==> config.mk <==
export PLATFORM = sky130hd
export DESIGN_NAME = seat_ctrl
export DESIGN_NICKNAME = d
export VERILOG_FILES = /design/src/rtl/seat_pkg.sv /design/src/rtl/seat_ctrl.sv
export SDC_FILE = /design/constraint.sdc
export NUM_CORES = 1
export LEC_CHECK = 0
export BUFFER_PORTS_ARGS = -buffer_cell sky130_fd_sc_hd__buf_2
export CAP_MARGIN = 40
export CORE_AREA = 2 2 39 41
export DETAILED_ROUTE_END_ITERATION = 7
export DIE_AREA = 0 0 41 43
export SLEW_MARGIN = 25
export SYNTH_ARGS = -nofsm -noshare
export SYNTH_HDL_FRONTEND = slang
export SYNTH_SLANG_ARGS = --single-unit
==> constraint.sdc <==
create_clock -name clk -period 1.5 [get_ports clk]
set_clock_uncertainty 0.1 [all_clocks]
set_input_delay 0.3 -clock clk [delete_from_list [all_inputs] [get_ports clk]]
set_output_delay 0.3 -clock clk [all_outputs]
set_load 0.02 [all_outputs]
==> src/rtl/seat_pkg.sv <==
// ----------------------------------------------------------------------------
// seat_pkg: shared types and constants for the edge adjacency table
// Request and status codes, controller states, table entry layout and the
// slot update used when a segment end is stored.
// ----------------------------------------------------------------------------
package seat_pkg;

  localparam int CODE_W = 12;   // signed edge code
  localparam int CFG_W  = 11;   // num_edges register
  localparam int EP_W   = 12;   // endpoint field
  localparam int NB_W   = 11;   // neighbour field

  localparam logic [EP_W-1:0] EP_EMPTY = '1;   // -1
  localparam logic [NB_W-1:0] NB_EMPTY = '1;   // -1

  typedef enum logic [1:0] {
    REQ_CLEAR = 2'd0,
    REQ_ADD   = 2'd1,
    REQ_READ  = 2'd2,
    REQ_NOP   = 2'd3
  } req_t;

  typedef enum logic [1:0] {
    ST_OK       = 2'd0,
    ST_BAD_CODE = 2'd1,
    ST_FULL     = 2'd2
  } status_t;

  typedef enum logic [2:0] {
    S_IDLE,
    S_DECODE,
    S_WR_A,
    S_RD_B,
    S_WR_B,
    S_CLEAR,
    S_DONE
  } state_t;

  // occ marks a first slot that holds a segment end
  typedef struct packed {
    logic            occ;
    logic [EP_W-1:0] ep0;
    logic [NB_W-1:0] nb0;
    logic [EP_W-1:0] ep1;
    logic [NB_W-1:0] nb1;
  } entry_t;

  localparam entry_t ENTRY_EMPTY = '{occ: 1'b0, ep0: EP_EMPTY, nb0: NB_EMPTY,
                                     ep1: EP_EMPTY, nb1: NB_EMPTY};

  // controller -> datapath
  typedef struct packed {
    logic take_in;    // latch request
    logic decode;     // latch status and indices, read first edge
    logic wr_a;       // store first end
    logic rd_b;       // read the entry of edge b
    logic wr_b;       // store second end, bump segment count
    logic clr_start;  // zero counters for a clear
    logic clr_step;   // empty one entry
    logic load_out;   // move result to output register
  } cmd_t;

  // datapath -> controller
  typedef struct packed {
    req_t req;
    logic req_ok;     // status of the pending request is ok
    logic clr_none;   // no edges in use
    logic clr_last;   // sweep is at its last entry
    logic out_free;   // output register can take a result
  } stat_t;

  function automatic entry_t put_end(entry_t cur, logic [EP_W-1:0] ep,
                                     logic [NB_W-1:0] nb);
    entry_t res;
    res = cur;
    if (!cur.occ) begin
      res.occ = 1'b1;
      res.ep0 = ep;
      res.nb0 = nb;
    end else begin
      res.ep1 = ep;
      res.nb1 = nb;
    end
    return res;
  endfunction

endpackage

==> src/rtl/seat_ctrl.sv <==
// ----------------------------------------------------------------------------
// seat_ctrl: request sequencer
// Steps each request through decode, table read-modify-write or clear sweep,
// and hands the result to the output register.
// ----------------------------------------------------------------------------
module seat_ctrl
  import seat_pkg::*;
(
  input  logic  clk,
  input  logic  rst_n,
  input  logic  in_valid,
  output logic  in_stall,
  input  stat_t stat,
  output cmd_t  cmd
);

  state_t state_r, state_nxt;

  always_ff @(posedge clk) begin
    if (!rst_n) begin
      state_r <= S_IDLE;
    end else begin
      state_r <= state_nxt;
    end
  end

  always_comb begin
    state_nxt = state_r;
    case (state_r)
      S_IDLE: begin
        if (in_valid) state_nxt = S_DECODE;
      end
      S_DECODE: begin
        case (stat.req)
          REQ_CLEAR: state_nxt = stat.clr_none ? S_DONE : S_CLEAR;
          REQ_ADD:   state_nxt = stat.req_ok ? S_WR_A : S_DONE;
          default:   state_nxt = S_DONE;
        endcase
      end
      S_WR_A:  state_nxt = S_RD_B;
      S_RD_B:  state_nxt = S_WR_B;
      S_WR_B:  state_nxt = S_DONE;
      S_CLEAR: begin
        if (stat.clr_last) state_nxt = S_DONE;
      end
      S_DONE: begin
        if (stat.out_free) state_nxt = S_IDLE;
      end
      default: state_nxt = S_IDLE;
    endcase
  end

  always_comb begin
    cmd      = '0;
    in_stall = 1'b1;
    case (state_r)
      S_IDLE: begin
        in_stall    = 1'b0;
        cmd.take_in = in_valid;
      end
      S_DECODE: begin
        cmd.decode    = 1'b1;
        cmd.clr_start = (stat.req == REQ_CLEAR);
      end
      S_WR_A:  cmd.wr_a     = 1'b1;
      S_RD_B:  cmd.rd_b     = 1'b1;
      S_WR_B:  cmd.wr_b     = 1'b1;
      S_CLEAR: cmd.clr_step = 1'b1;
      S_DONE:  cmd.load_out = stat.out_free;
      default: cmd = '0;
    endcase
  end

endmodule

==> qor.csv <==
metric,value,unit
Slew Limit Fails,0,
H-tree depth,1,
Vert. Die Dim,43,um
worst-margin pin slew,0.368,ns
#FFs+latches synth,3,
Placer Congestion,0.733,
Post-Place Worst Slack,0.0738,ns
endpoints failing setup,4,
Core Rows,14,
sequential share of the synthesized area,20.7,%
R2R cell count,4,
CP peak stage delay,0.40,ns
syn avg cell area,8.29,um2
Core Area,1380,um2
CP top delay family,simple AND/OR/NAND/NOR gates,
layout cells sized above 1,65.6,%
first-pass GRT wire length,1200,um
filler instances,152,
Setup WS post-layout,-0.0799,ns
DRT iter0 DRCs,4,
Netlist cell types,25,
crit share post-route,105,%
vias in the first global route,318,
Final Hold Fails,0,
Critical Path RT,1.10,ns
Worst Hold Slack,0.213,ns
power density cells,2120,nW/um2
max FFs per register,3,
failing checks,setup timing,
Sink Count,3,
DR pass1 iterations,4,
worst r2r src,state_r[1],
GRT Total Usage,11.4,%
Critical Path Slowest Stage Cell,or3_4,
most frequent cells in the layout,"buf_2, buf_4, buf_6",
"commonest non-fill, non-tap cell in the layout",buf_2,
# hold bufs at CTS,0,
Peak VDD IR,0.591,mV
clock root buffer,clkbuf_4,
Overflow after GRT,0,
CP Launch Type,flop,
outcome,finished with violations,
Port Buffer Count,17,
Residual DRC,0,
critical path class,reg -> out,
final core occ,39.7,%
RSZ-0062 raised after global routing,yes,
Final nets,71,
"non-filler cells, final",77,
crit path cell chain,"or3_4, nor2_4, buf_6",
full die area,1760,um2
Die Width,41,um
min-delay src,rst_n,
DP Wirelength,572,um
Hold Crit Class,in -> reg,
Critical Path Fanout Max,5,
# diodes,0,
pin count of the biggest net entering global routing,9,
fmax,633,MHz
r2r endpoint,state_r[0],
r2r setup slk,0.08,ns
ANT nets after route,0,
Biggest register,state_r,
P&R area growth vs syn,89.2,%
clock buffer depth,2,
"Reg clk slew, reported paths",0.04,ns
Hold EP,state_r[2],
Yosys Warn Count,0,
post-layout min period,1.58,ns
synthesized cell area,290,um2
routed len/inst,11.3,um
total CTS buffers,3,
CP arrival,1.18,ns
Top Registers,state_r: 3 flops,
syn_nets,44,
leakage power,0.263,nW
initial antenna violation count,0,
Clock Latency Late Sink,0.24,ns
placed insts,68,
DR vias,365,
Worst Path Buf+Inv,1,
Slew headroom,75.3,%
post-DR vias/cell,4.74,
crit path capture type,output port,
Max Cap Viol,0,
cells after synthesis,35,
Boundary Pins,18,
hold path depth,3,
final WL,870,um
starting density of the core,21.0,%
CTS tree,yes,
-- power breakdown --
part	leakage [nW]	internal [mW]	switching, mW
combinational	0.221	0.418	0.389
clock	0.0150	0.100	0.0509
sequential	0.0267	0.141	0.0672
total	0.263	0.659	0.508
-- cell type report --
type	instances	area, um2	share of cell area [%]
Timing Repair Buffer	25	176	32.1
Clock buffer	4	26.3	4.78
Multi-Input combinational cell	26	244	44.4
Inverter	3	11.3	2.05
Tap cell	16	20.0	3.64
Sequential cell	3	71.3	13.0
-- worst min-delay path, delay by kind of cell --
family | cells | cell delay [ns]
AOI/OAI and AO/OA | 1 | 0.04
buffers and inverters | 2 | 0.17
-- per-layer routing --
metal | GRT usage, % | share of wire, % | vias up
li1 | - | - | 186
met1 | 10.6 | 39 | 162
met2 | 16.9 | 51 | 13
met3 | 3.14 | 4.7 | 4
met4 | 14.0 | 4.8 | 0
met5 | 0 | 0 | -
-- cells in the mapped netlist, drive strengths merged --
cell type	instances	share of area, %
nor2	4	5.2
a31oi	1	2.2
nor3b	1	4.3
nand2	1	1.3
inv	3	3.9
nor4	2	6.5
o41ai	1	3.0
buf	3	9.0
nor3	3	6.9
a21oi	1	1.7
nor2b	1	2.2
and3	1	2.2
nand2b	1	2.2
a41o	1	3.4
and4bb	2	8.6
dfxtp	3	21
o31ai	1	2.6
o311a	1	3.4
and2	1	2.2
nand4bb	1	3.9
a211oi	1	2.6
or3	1	2.2
-- cells by family (layout without fill, tap and decap cells) --
| logic type | after synthesis | in the layout | synth area share (%) |
|---|---|---|---|
| AOI/OAI and AO/OA | 7 | 7 | 19.0 |
| and+or+nand+nor | 19 | 19 | 47.4 |
| DFF | 3 | 3 | 20.7 |
| buffers and inverters | 6 | 32 | 12.9 |
-- what timing repair did --
action | 4_1_cts | 5_1_grt
pin swaps | 3 | 2
setup endpoints to repair | 9 | 8
setup buffers | 4 | 1
resized for setup | 16 | 8
-- worst max-delay path by stage --
stage | depth (start not counted) | to | startpoint
6_report | 3 | cmd[7] | state_r[2]
4_1_cts | 3 | cmd[7] | state_r[2]
2_1_floorplan | 3 | cmd[7] | state_r[0]
3_5_place_dp | 3 | cmd[7] | state_r[0]
5_1_grt | 3 | cmd[7] | state_r[2]
3_3_place_gp | 3 | cmd[7] | state_r[0]
-- stage by stage --
stage / total power [mW] / setup TNS (ns) / instance area, um2
3_5_place_dp: 0.739 / 0 / 400
2_1_floorplan: 0.599 / -0.0932 / 299
5_1_grt: 1.25 / -0.393 / 549
4_1_cts: 1.10 / -0.221 / 510
3_3_place_gp: 0.740 / 0 / 400
6_report: 1.17 / -0.169 / 549
No activity file was read; power rests on OpenSTA's default activity.
